<file path="src/rtl/core/pal_pkg.sv">
package pal_pkg;

  // Store geometry
  localparam int unsigned DEPTH  = 128;
  localparam int unsigned IDX_W  = $clog2(DEPTH);
  localparam int unsigned WORD_W = 32;
  localparam int unsigned POS_W  = 8;
  localparam int unsigned CNT_W  = 8;
  localparam int unsigned CAP_W  = 8;

  // Largest limit the 8-bit register can express against the store depth
  localparam int unsigned LIM_MAX = (DEPTH > 255) ? 255 : DEPTH;
  localparam logic [CAP_W-1:0] CAP_RESET = CAP_W'(128);

  // Read gather tree: first level ORs GRP cells, second level ORs the groups
  localparam int unsigned GRP  = 16;
  localparam int unsigned NGRP = (DEPTH + GRP - 1) / GRP;

  typedef enum logic [1:0] {
    CMD_READ   = 2'd0,
    CMD_WRITE  = 2'd1,
    CMD_INSERT = 2'd2,
    CMD_REMOVE = 2'd3
  } cmd_e;

  typedef enum logic [1:0] {
    ST_OK      = 2'd0,
    ST_BAD_POS = 2'd1,
    ST_FULL    = 2'd2
  } status_e;

  // What every cell does in the update cycle
  typedef enum logic [1:0] {
    OP_NONE,
    OP_WRITE,
    OP_INSERT,
    OP_REMOVE
  } cell_op_e;

  typedef enum logic [1:0] {
    S_IDLE,
    S_EXEC,
    S_GATHER
  } state_e;

  typedef struct packed {
    cmd_e                     command;
    logic [POS_W-1:0]         position;
    logic signed [WORD_W-1:0] value;
  } in_word_t;

  typedef struct packed {
    logic signed [WORD_W-1:0] read_value;
    status_e                  status;
    logic [CNT_W-1:0]         entry_count;
    logic                     is_empty;
    logic                     is_full;
  } out_word_t;

  // Broadcast to the cell row
  typedef struct packed {
    cell_op_e          op;
    logic [IDX_W-1:0]  tgt;
    logic [WORD_W-1:0] wdata;
  } cell_ctl_t;

endpackage

</file>
<file path="src/rtl/core/pal_cell.sv">
module pal_cell (
  input  logic                      clk,
  input  logic [pal_pkg::IDX_W-1:0]  idx,
  input  pal_pkg::cell_ctl_t        ctl,
  input  logic [pal_pkg::WORD_W-1:0] left_word,
  input  logic [pal_pkg::WORD_W-1:0] right_word,
  output logic [pal_pkg::WORD_W-1:0] word,
  output logic [pal_pkg::WORD_W-1:0] sel_word
);
  import pal_pkg::*;

  logic [WORD_W-1:0] word_next;

  // Shift/write decision from own index vs. target position
  always_comb begin
    word_next = word;
    unique case (ctl.op)
      OP_NONE: begin
        word_next = word;
      end
      OP_WRITE: begin
        if (idx == ctl.tgt) word_next = ctl.wdata;
      end
      OP_INSERT: begin
        if (idx == ctl.tgt)     word_next = ctl.wdata;
        else if (idx > ctl.tgt) word_next = left_word;
      end
      OP_REMOVE: begin
        if (idx >= ctl.tgt) word_next = right_word;
      end
      default: begin
        word_next = word;
      end
    endcase
  end

  always_ff @(posedge clk) begin
    word <= word_next;
  end

  // Masked word for the read gather
  assign sel_word = (idx == ctl.tgt) ? word : '0;

endmodule

</file>
<file path="config.mk">
export PLATFORM = sky130hd
export DESIGN_NAME = pal_cell
export DESIGN_NICKNAME = d
export VERILOG_FILES = /design/src/rtl/core/pal_pkg.sv /design/src/rtl/core/pal_cell.sv
export SDC_FILE = /design/constraint.sdc
export NUM_CORES = 1
export LEC_CHECK = 0
export BUFFER_PORTS_ARGS = -buffer_cell sky130_fd_sc_hd__buf_4
export CAP_MARGIN = 20
export CORE_AREA = 10 10 94 96
export DETAILED_ROUTE_END_ITERATION = 10
export DIE_AREA = 0 0 104 106
export GPL_ROUTABILITY_DRIVEN = 1
export SLEW_MARGIN = 25
export SYNTH_ARGS = -nofsm -noshare
export SYNTH_HDL_FRONTEND = slang
export SYNTH_SLANG_ARGS = --single-unit
</file>
<file path="constraint.sdc">
create_clock -name clk -period 7.7 [get_ports clk]
set_input_delay 0 -clock clk [delete_from_list [all_inputs] [get_ports clk]]
set_output_delay 0 -clock clk [all_outputs]
set_load 0.01 [all_outputs]
</file>
==> summary.md, run 1 <==
| Metric | Value |
|---|---|
| RSZ-0062 raised after global routing | `false` |
| Hold Fails Final Rpt | `0` |
| Global placement routability congestion | `0.762` |
| Simple-Gate Fraction of Synth Area | `22.6%` |
| Hpwl dp | `6360 um` |
| Worst-path maximum fanout | `33` |
| Adder-Cell Fraction of Synth Area | `4.29%` |
| Maximum number of pins on one net before global-route repair | `34` |
| Post-Syn Instances | `175` |
| Critical path launch point type | `primary input` |
| First-pass GRT wire length | `12000 um` |
| Hold buffers post-CTS | `0` |
| Final wirelength | `7870 um` |
| CTS sink count | `32` |
| Slew Viols, Final | `0` |
| Max-slew headroom | `between 30 and 40%` |
| Vias in the first global route | `around 2200` |
| Largest family of logic cells by synthesized area | `simple AND/OR/NAND/NOR gates` |
| Max reg flops | `32` |
| Crit end category | `flop` |
| PostCTS Resize Cnt | `0` |
| Part of the Yosys area used for sequential elements | `47.0%` |
| Iter 0 DRT Violations | `80` |
| Most common cell after layout, fill and taps aside | `buf_4` |
| Layout net count | `roughly 460` |
| Avg Vias per Cell | `4.71` |
| Placeable core region | `0.00706 sq mm` |
| Total power | `roughly 480 uW` |
| Initial antenna violation count | `0` |
| Worst EP arrival | `roughly 1900 ps` |
| Largest Register | `word` |
| Crit share post-route | `25.0%` |
| Status | `completed` |
| Initial core utilization | `28.9%` |
| Final Setup Violations | `0` |
| Post-synthesis cell type count | `26` |
| Layout area overhead | `71.2%` |
| Die width | `between 100 and 150 um` |
| Compound-cell area share of the yosys netlist | `18.9%` |
| Routed WL per cell | `17.8 um` |
| Yosys warning total | `0` |
| Die height | `about 110 um` |
| PwrDens | `137 mW/mm^2` |
| CTS Buf Count | `5` |
| Drt drc | `0` |
| Vias | `2080` |
| Maximum VDD drop | `49.3 uV` |
| Clock buffer depth | `2` |
| Worst hold endpoint | `word[6]` |
| Measured slew at the worst slew-check pin | `about 900 ps` |
| # Post-CTS Setup Buffers | `0` |
| Largest regs | `word: 32 flops` |
| Synth Area in XOR/XNOR | `0%` |
| MaxCap Viol Count | `0` |
| Cells on Worst Hold Path | `2` |
| FF+latch count, synth | `32` |
| Leakage | `1.73 nW` |
| Port Buffers | `between 150 and 200` |
| Setup TNS | `0 ps` |
| Share of layout cells above drive strength 1 | `56.3%` |
| GR Util All Layers | `13.3%` |
| Die area | `approximately 0.011 sq mm` |
| Hold_ws | `21.8 ps` |
| # IOs | `around 180` |
| Gr ovfl total | `0` |
| Post-synth net total | `~300` |
| Clock tree from TritonCTS | `done` |
| Cell Rows | `31` |
| Peak Freq | `519 MHz` |
| Drt pass-1 iters | `4` |
| Post-synthesis mux area share | `0%` |
| FILL cells | `693` |
| Worst-path clk slew | `60 ps` |
| Clock H-tree levels | `2` |
| HP Start | `ctl[6]` |
| Min cycle time layout | `1930 ps` |
| ANT nets after route | `0` |
| Synth Area per Inst | `11.7 sq um` |
| HP Class | `primary input to flop` |
| Worst EP required | `7680 ps` |
| Most frequent cells in the layout | `buf_4 (176), a221o_1 (32), and2_1 (32), edfxtp_1 (32), and3_1 (30)` |
| Diodes inserted | `0` |
| Cell area after synthesis | `0.00204 sq mm` |
| Root buffer cell | `clkbuf_8` |
| Kind of critical path | `primary input to flop` |
[Yosys cell counts]
| cell | number | area, sq um |
|---|---|---|
| a211oi_1 | 1 | 7.51 |
| a21bo_2 | 1 | 10.0 |
| a21boi_0 | 1 | 7.51 |
| a21o_1 | 1 | 7.51 |
| a21oi_1 | 1 | 5.00 |
| a221o_1 | 32 | 320 |
| and2_1 | 33 | 206 |
| and2b_1 | 1 | 7.51 |
| and3_1 | 30 | 188 |
| and3_2 | 2 | 15.0 |
| buf_2 | 2 | 10.0 |
| buf_6 | 6 | 67.6 |
| clkbuf_1 | 7 | 26.3 |
| dlymetal6s2s_1 | 1 | 12.5 |
| edfxtp_1 | 32 | 961 |
| ha_1 | 7 | 87.6 |
| inv_1 | 8 | 30.0 |
| nand2_1 | 1 | 3.75 |
| nand2b_1 | 1 | 6.26 |
| nand3_2 | 1 | 10.0 |
| nand4_2 | 1 | 12.5 |
| nor2_1 | 1 | 3.75 |
| o211ai_1 | 1 | 7.51 |
| o21ai_0 | 1 | 5.00 |
| o21ai_4 | 1 | 16.3 |
| or2_4 | 1 | 8.76 |
[final cells by class]
| class | count | area [sq um] | share of cell area, % |
|---|---|---|---|
| repair buffers | 177 | 1350 | 38.6 |
| flip-flops and latches | 32 | 961 | 27.5 |
| multi-input cells | 119 | 956 | 27.3 |
| well taps | 99 | 124 | 3.54 |
| clock buffers | 6 | 72.6 | 2.08 |
| inverters | 8 | 30.0 | 0.859 |
| clock inverters | 1 | 5.00 | 0.143 |
[metal layers]
| layer | share of wire [%] | GRT usage [%] | up-vias | wire length, um |
|---|---|---|---|---|
| met2 | 51 | 23.8 | 110 | 4020 |
| met1 | 39 | 14.2 | 939 | 3050 |
| met3 | 7.9 | 4.65 | 13 | 624 |
| met5 | 0 | 0 | - | 0 |
| met4 | 2.3 | 4.77 | 0 | 182 |
| li1 | - | - | 1018 | - |
[per-stage QoR]
stage	cell area (sq um)	utilization, %	instances	setup slack [ps]
floorplan	2040	-	175	4160
global placement	3390	48.0	434	4870
detailed placement	3390	48.0	434	4780
CTS	3460	49.1	441	5070
global route	3500	49.5	442	5500
finish	3500	49.5	442	5770
[power breakdown]
part	internal (mW)	leakage (nW)	switching (mW)	total (mW)
registers	0.216	0.286	0.00807	0.224
logic	0.0831	1.40	0.0537	0.137
clock network	0.0614	0.0410	0.0576	0.119
[logic make-up (layout without fill, tap and decap cells)]
kind of cell	after synthesis	count (layout)
flops	32	32
fa+ha+maj	7	7
simple gates	72	72
compound gates	40	40
buf+inv	24	192
[worst max-delay path by stage]
stage / startpoint / end / slack (ps) / depth (start not counted)
after detailed placement: idx[2] / word[6] / 4780 / 6
after global routing: ctl[34] / word[16] / 5500 / 8
after CTS: idx[2] / word[18] / 5070 / 6
after global placement: idx[2] / word[6] / 4870 / 6
final: idx[1] / word[11] / 5770 / 7
after floorplan: ctl[37] / word[0] / 4160 / 6
[worst max-delay path, cell delays in order]
cell      delay [ps]
buf_4            110
ha_1             300
nand4_2          150
nor2_4           450
nand2_1          180
a21boi_4         480
buf_16           230
No activity file was read; power rests on OpenSTA's default activity.
==> run 2, diff against run 1 <==
Settings changed: ABC_AREA from default to 1, CORE_AREA 10 10 94 96 to 10 10 105 107, DIE_AREA 0 0 104 106 to 0 0 115 117.
Clock period 7.7 ns to 1.7 ns, I/O delays scaled along.
==> summary.md, run 2 <==
| Metric | Value |
|---|---|
| Root buffer cell | `clkbuf_8` |
| Initial antenna violation count | `0` |
| Vias in the first global route | `3288` |
| # Post-CTS Setup Buffers | `0` |
| Worst EP required | `1700 ps` |
| Most common cell after layout, fill and taps aside | `buf_4` |
| CP startpoint | `ctl[38]` |
| Die height | `117 um` |
| Most frequent cells in the layout | `buf_4 (185), nand2_1 (104), inv_1 (103)` |
| CTS Buf Count | `5` |
| Hpwl dp | `8250 um` |
| Cell Rows | `35` |
| Post-synth net total | `539` |
| Measured slew at the worst slew-check pin | `627 ps` |
| Drt pass-1 iters | `4` |
| Critical Path End | `sel_word[17]` |
| Cell taking the most area after synthesis | `edfxtp_1` |
| Peak Freq | `719 MHz` |
| ANT nets after route | `0` |
| # IOs | `177` |
| PostCTS Resize Cnt | `0` |
| Total power | `2.57 mW` |
| Status | `completed` |
| Synth Area per Inst | `approximately 6.3 sq um` |
| Iter 0 DRT Violations | `~180` |
| Routed WL per cell | `roughly 15 um` |
| Slew Viols, Final | `0` |
| Max reg flops | `32` |
| HP Class | `primary input to flop` |
| Vias | `3144` |
| GR Util met2 | `27.6%` |
| Most numerous cell in the Yosys netlist | `nand2_1` |
| Commonest cells post-synth | `nand2_1 (108), inv_1 (107), nand3_1 (98)` |
| Die width | `115 um` |
| Port Buffers | `around 180` |
| Grt met1 use | `14.7%` |
| Post-synth ARST share | `0%` |
| Clock tree from TritonCTS | `done` |
| Min cycle time layout | `1390 ps` |
| Post-Syn Instances | `419` |
| Clock H-tree levels | `2` |
| Yosys warning total | `0` |
| Largest Register | `word` |
| Hold Fails Final Rpt | `0` |
| Worst-path maximum fanout | `31` |
| Maximum VDD drop | `277 uV` |
| CP Cell Sequence | `buf_4, inv_12, ha_4, nand2_4, nor2_4, nand2_2, buf_4, buf_4, nor2_1, buf_4` |
| Worst EP arrival | `1390 ps` |
| Max-slew headroom | `58.1%` |
| Layout area overhead | `64.4%` |
| Kind of critical path | `primary input to output pin` |
| GR Util All Layers | `14.4%` |
| First-pass GRT wire length | `15600 um` |
| CP max stage cell | `ha_4` |
| Final wirelength | `10300 um` |
| Diodes inserted | `0` |
| Synth Flop Type | `edfxtp_1` |
| Clock buffer depth | `2` |
| GR peak layer | `met2` |
| Max stage delay on crit path | `260 ps` |
| PwrDens | `590 mW/mm^2` |
| Largest cells by area after synthesis | `edfxtp_1 (36%), nand3_1 (19%), nand2_1 (15%), inv_1 (15%), nor2_1 (5.5%)` |
| CP most frequent cell | `buf_4` |
| Largest delay share family, worst path | `buffers and inverters` |
| Post-synthesis cell type count | `13` |
| Critical path launch point type | `primary input` |
| Cell area after synthesis | `0.00265 sq mm` |
| Hold_ws | `about 8.6 ps` |
| FILL cells | `937` |
| Share of layout cells above drive strength 1 | `36.7%` |
| Slack of the critical path | `310 ps` |
| Gr ovfl total | `0` |
| Crit share post-route | `81.8%` |
| Hold buffers post-CTS | `0` |
| Place WS | `65.2 ps` |
| Global placement routability congestion | `0.769` |
| Crit end category | `output pin` |
| CP bufs+invs | `5` |
| Largest regs | `word: 32 flops` |
| Maximum number of pins on one net before global-route repair | `34` |
| Drt drc | `0` |
| FF+latch count, synth | `32` |
| Die area | `0.0135 sq mm` |
| RSZ-0062 raised after global routing | `false` |
| CTS sink count | `32` |
| MaxCap Viol Count | `0` |
| Avg Vias per Cell | `4.47` |
| Worst-path clk slew | `70 ps` |
| Initial core utilization | `between 20 and 30%` |
| Leakage | `2.47 nW` |
| Layout net count | `711` |
| GR Util met3 | `3.62%` |
| Final Setup Violations | `0` |
| Area share of the largest cell type after synthesis | `36.3%` |
| Levels on crit path | `10` |
| Post-synth EDFFs | `32` |
| Part of the Yosys area used for sequential elements | `between 30% and 40%` |
| Placeable core region | `roughly 0.009 sq mm` |
## run 2: cell count changes in the layout (fill, tap and decap cells not counted), moves of 3 or more
| cell | delta |
|---|---|
| inv_1 | +95 |
| and2_1 | -32 |
| a221o_1 | -32 |
| and3_1 | -30 |
| nand2_1 | +103 |
| buf_4 | +9 |
| nand3_1 | +97 |
| ha_4 | +6 |
| nor2_1 | +37 |
| nor2_4 | +3 |
| nand2_4 | +3 |
| inv_2 | +5 |
| ha_1 | -6 |
## run 2: worst min path at each step
stage / to / from / cells after the start
floorplan: word[0] / ctl[0] / 2
global placement: word[30] / right_word[30] / 3
detailed placement: word[22] / right_word[22] / 3
CTS: word[22] / right_word[22] / 3
global route: word[1] / right_word[1] / 3
finish: word[24] / right_word[24] / 3
## run 2: metrics by stage
step / cells / setup TNS [ps] / utilization [%] / cell area (sq um)
finish: 703 / 0 / 48.3 / 4360
global route: 703 / 0 / 48.3 / 4360
CTS: 703 / 0 / 48.3 / 4360
detailed placement: 695 / 0 / 47.1 / 4250
global placement: 695 / 0 / 47.1 / 4250
floorplan: 419 / -721 / - / 2800
## run 2: final cells by class
type / instances / area [sq um] / area share (%)
Inverter: 110 / 433 / 9.94
Tap cell: 111 / 139 / 3.19
Timing Repair Buffer: 187 / 1430 / 32.8
Sequential cell: 32 / 961 / 22.1
Multi-Input combinational cell: 255 / 1290 / 29.5
Clock buffer: 6 / 72.6 / 1.67
Clock inverter: 2 / 35.0 / 0.804
## run 2: tightest hold or removal path, cell delays in order
cell and delay, ps:
buf_4 80, nand2_1 40, nand3_1 70
## run 2: layer usage
| layer | share of wire [%] | vias up |
|---|---|---|
| li1 | - | 1609 |
| met1 | 38 | 1423 |
| met2 | 54 | 101 |
| met3 | 6.4 | 11 |
| met4 | 1.7 | 0 |
| met5 | 0 | - |
## run 2: where the power goes
group | total, mW | internal [mW] | leakage [nW] | switching (mW)
combinational | 0.816 | 0.424 | 2.13 | 0.393
sequential | 1.04 | 0.986 | 0.291 | 0.0552
clock | 0.714 | 0.435 | 0.0552 | 0.280
## run 2: logic make-up after synthesis
group                    Yosys count  share of synthesized area, %
buffers and inverters            132                          20.0
adder cells (fa/ha/maj)            7                          3.31
AND/OR/NAND/NOR                  248                          40.4
flip-flops                        32                          36.3
==> run 3, diff against run 2 <==
Settings changed: ABC_AREA 1 to 0, CORE_AREA 10 10 105 107 to 10 10 94 96, DIE_AREA 0 0 115 117 to 0 0 104 106.
Clock period 1.7 ns to 1.4 ns, I/O delays scaled along.
==> summary.md, run 3 (same netlist as run 1, synthesis figures left out) <==
| Metric | Value |
|---|---|
| CP max stage cell | `or2_4` |
| CP bufs+invs | `3` |
| MaxCap Viol Count | `0` |
| Worst EP arrival | `1390 ps` |
| GR Util All Layers | `14.5%` |
| Die area | `0.0110 sq mm` |
| Vias | `2118` |
| Initial core utilization | `between 20 and 30%` |
| Critical path launch point type | `primary input` |
| Max stage delay on crit path | `270 ps` |
| Placed cell count | `446` |
| CP Cell Sequence | `buf_4, inv_12, ha_4, nand3_4, or2_4, buf_8, and3_2, a221o_1` |
| Max reg flops | `32` |
| ANT nets after route | `0` |
| Root buffer cell | `clkbuf_8` |
| Clock H-tree levels | `2` |
| Iter 0 DRT Violations | `a little over 50` |
| Maximum VDD drop | `339 uV` |
| GR Util met3 | `around 5.3%` |
| GR Util met2 | `27.4%` |
| Status | `completed` |
| Die height | `around 110 um` |
| Vias in the first global route | `2347` |
| Diodes inserted | `0` |
| Min cycle time layout | `roughly 1400 ps` |
| Slack of the critical path | `43.1 ps` |
| Gr ovfl total | `0` |
| Routed WL per cell | `18.1 um` |
| Hold_ws | `roughly 17 ps` |
| Layout area overhead | `95.7%` |
| Layout net count | `479` |
| Worst-path clk slew | `70 ps` |
| Port Buffers | `176` |
| Hold Fails Final Rpt | `0` |
| Die width | `104 um` |
| Cell Rows | `31` |
| Drt drc | `0` |
| Leakage | `between 1.5 and 2 nW` |
| CTS Buf Count | `5` |
| Worst EP required | `1430 ps` |
| Maximum number of pins on one net before global-route repair | `33` |
| Max-slew headroom | `83.2%` |
| HP Class | `primary input to flop` |
| Final non-filler cell total | `459` |
| Global placement routability congestion | `between 0.7 and 0.8` |
| Largest regs | `word: 32 flops` |
| Clock tree from TritonCTS | `done` |
| Final Setup Violations | `0` |
| Place WS | `-519 ps` |
| Hpwl dp | `just under 7000 um` |
| Measured slew at the worst slew-check pin | `252 ps` |
| Hold buffers post-CTS | `0` |
| RSZ-0062 raised after global routing | `false` |
| Crit share post-route | `96.9%` |
| Initial antenna violation count | `0` |
| Drt pass-1 iters | `4` |
| Grt met1 use | `14.6%` |
| Kind of critical path | `primary input to flop` |
| Avg Vias per Cell | `around 4.6` |
| PwrDens | `745 mW/mm^2` |
| Most frequent cells in the layout | `buf_4 (186), and2_1 (33), a221o_1 (32), edfxtp_1 (32), and3_4 (30)` |
| Total power | `between 2 and 3 mW` |
| GR peak layer | `met2` |
| Placeable core region | `between 0.007 and 0.008 sq mm` |
| Peak Freq | `737 MHz` |
| Share of layout cells above drive strength 1 | `70.8%` |
| First-pass GRT wire length | `12800 um` |
| CTS sink count | `32` |
| Largest Register | `word` |
| Setup TNS | `0 ps` |
| Largest delay share family, worst path | `simple AND/OR/NAND/NOR gates` |
| # IOs | `177` |
| Clock buffer depth | `2` |
| Slew Viols, Final | `0` |
| Worst-path maximum fanout | `21` |
| Most common cell after layout, fill and taps aside | `buf_4` |
| Crit end category | `flop` |
| Final wirelength | `8290 um` |
[run 3: layout make-up]
class / instances / area (sq um)
sequential: 32 / 961
multi-input combinational: 120 / 1240
clock inverter: 3 / 37.5
timing repair buffer: 192 / 1500
tap: 99 / 124
inverter: 8 / 60.1
fill: 626 / 3060
clock buffer: 5 / 68.8
[run 3: power by group]
| group | switching [mW] | internal [mW] |
|---|---|---|
| Combinational | 0.339 | 0.556 |
| Sequential | 0.0493 | 1.19 |
| Clock | 0.325 | 0.517 |
| Total | 0.713 | 2.26 |
[run 3: per-layer routing]
metal,vias to the layer above,wire [um]
met1,974,3030
met4,0,74
met5,-,0
li1,1054,-
met2,86,4500
met3,4,684
[run 3: repair_timing]
item,in CTS,in global routing
buffers inserted,0,4
gates resized for setup,3,1
setup endpoints to repair,32,63
cloned,1,0
pin swaps,1,3
[run 3: metrics by stage]
| step | area [sq um] | util (%) |
|---|---|---|
| floorplan | 2360 | - |
| global placement | 3810 | 54.0 |
| detailed placement | 3810 | 54.0 |
| CTS | 3940 | 55.8 |
| global route | 4000 | 56.6 |
| finish | 4000 | 56.6 |
[run 3: worst paths after layout]
check | depth (start not counted) | slack [ps] | to | start
setup / recovery | 8 | 40 | word[16] | ctl[37]
hold / removal | 2 | 20 | word[18] | ctl[18]
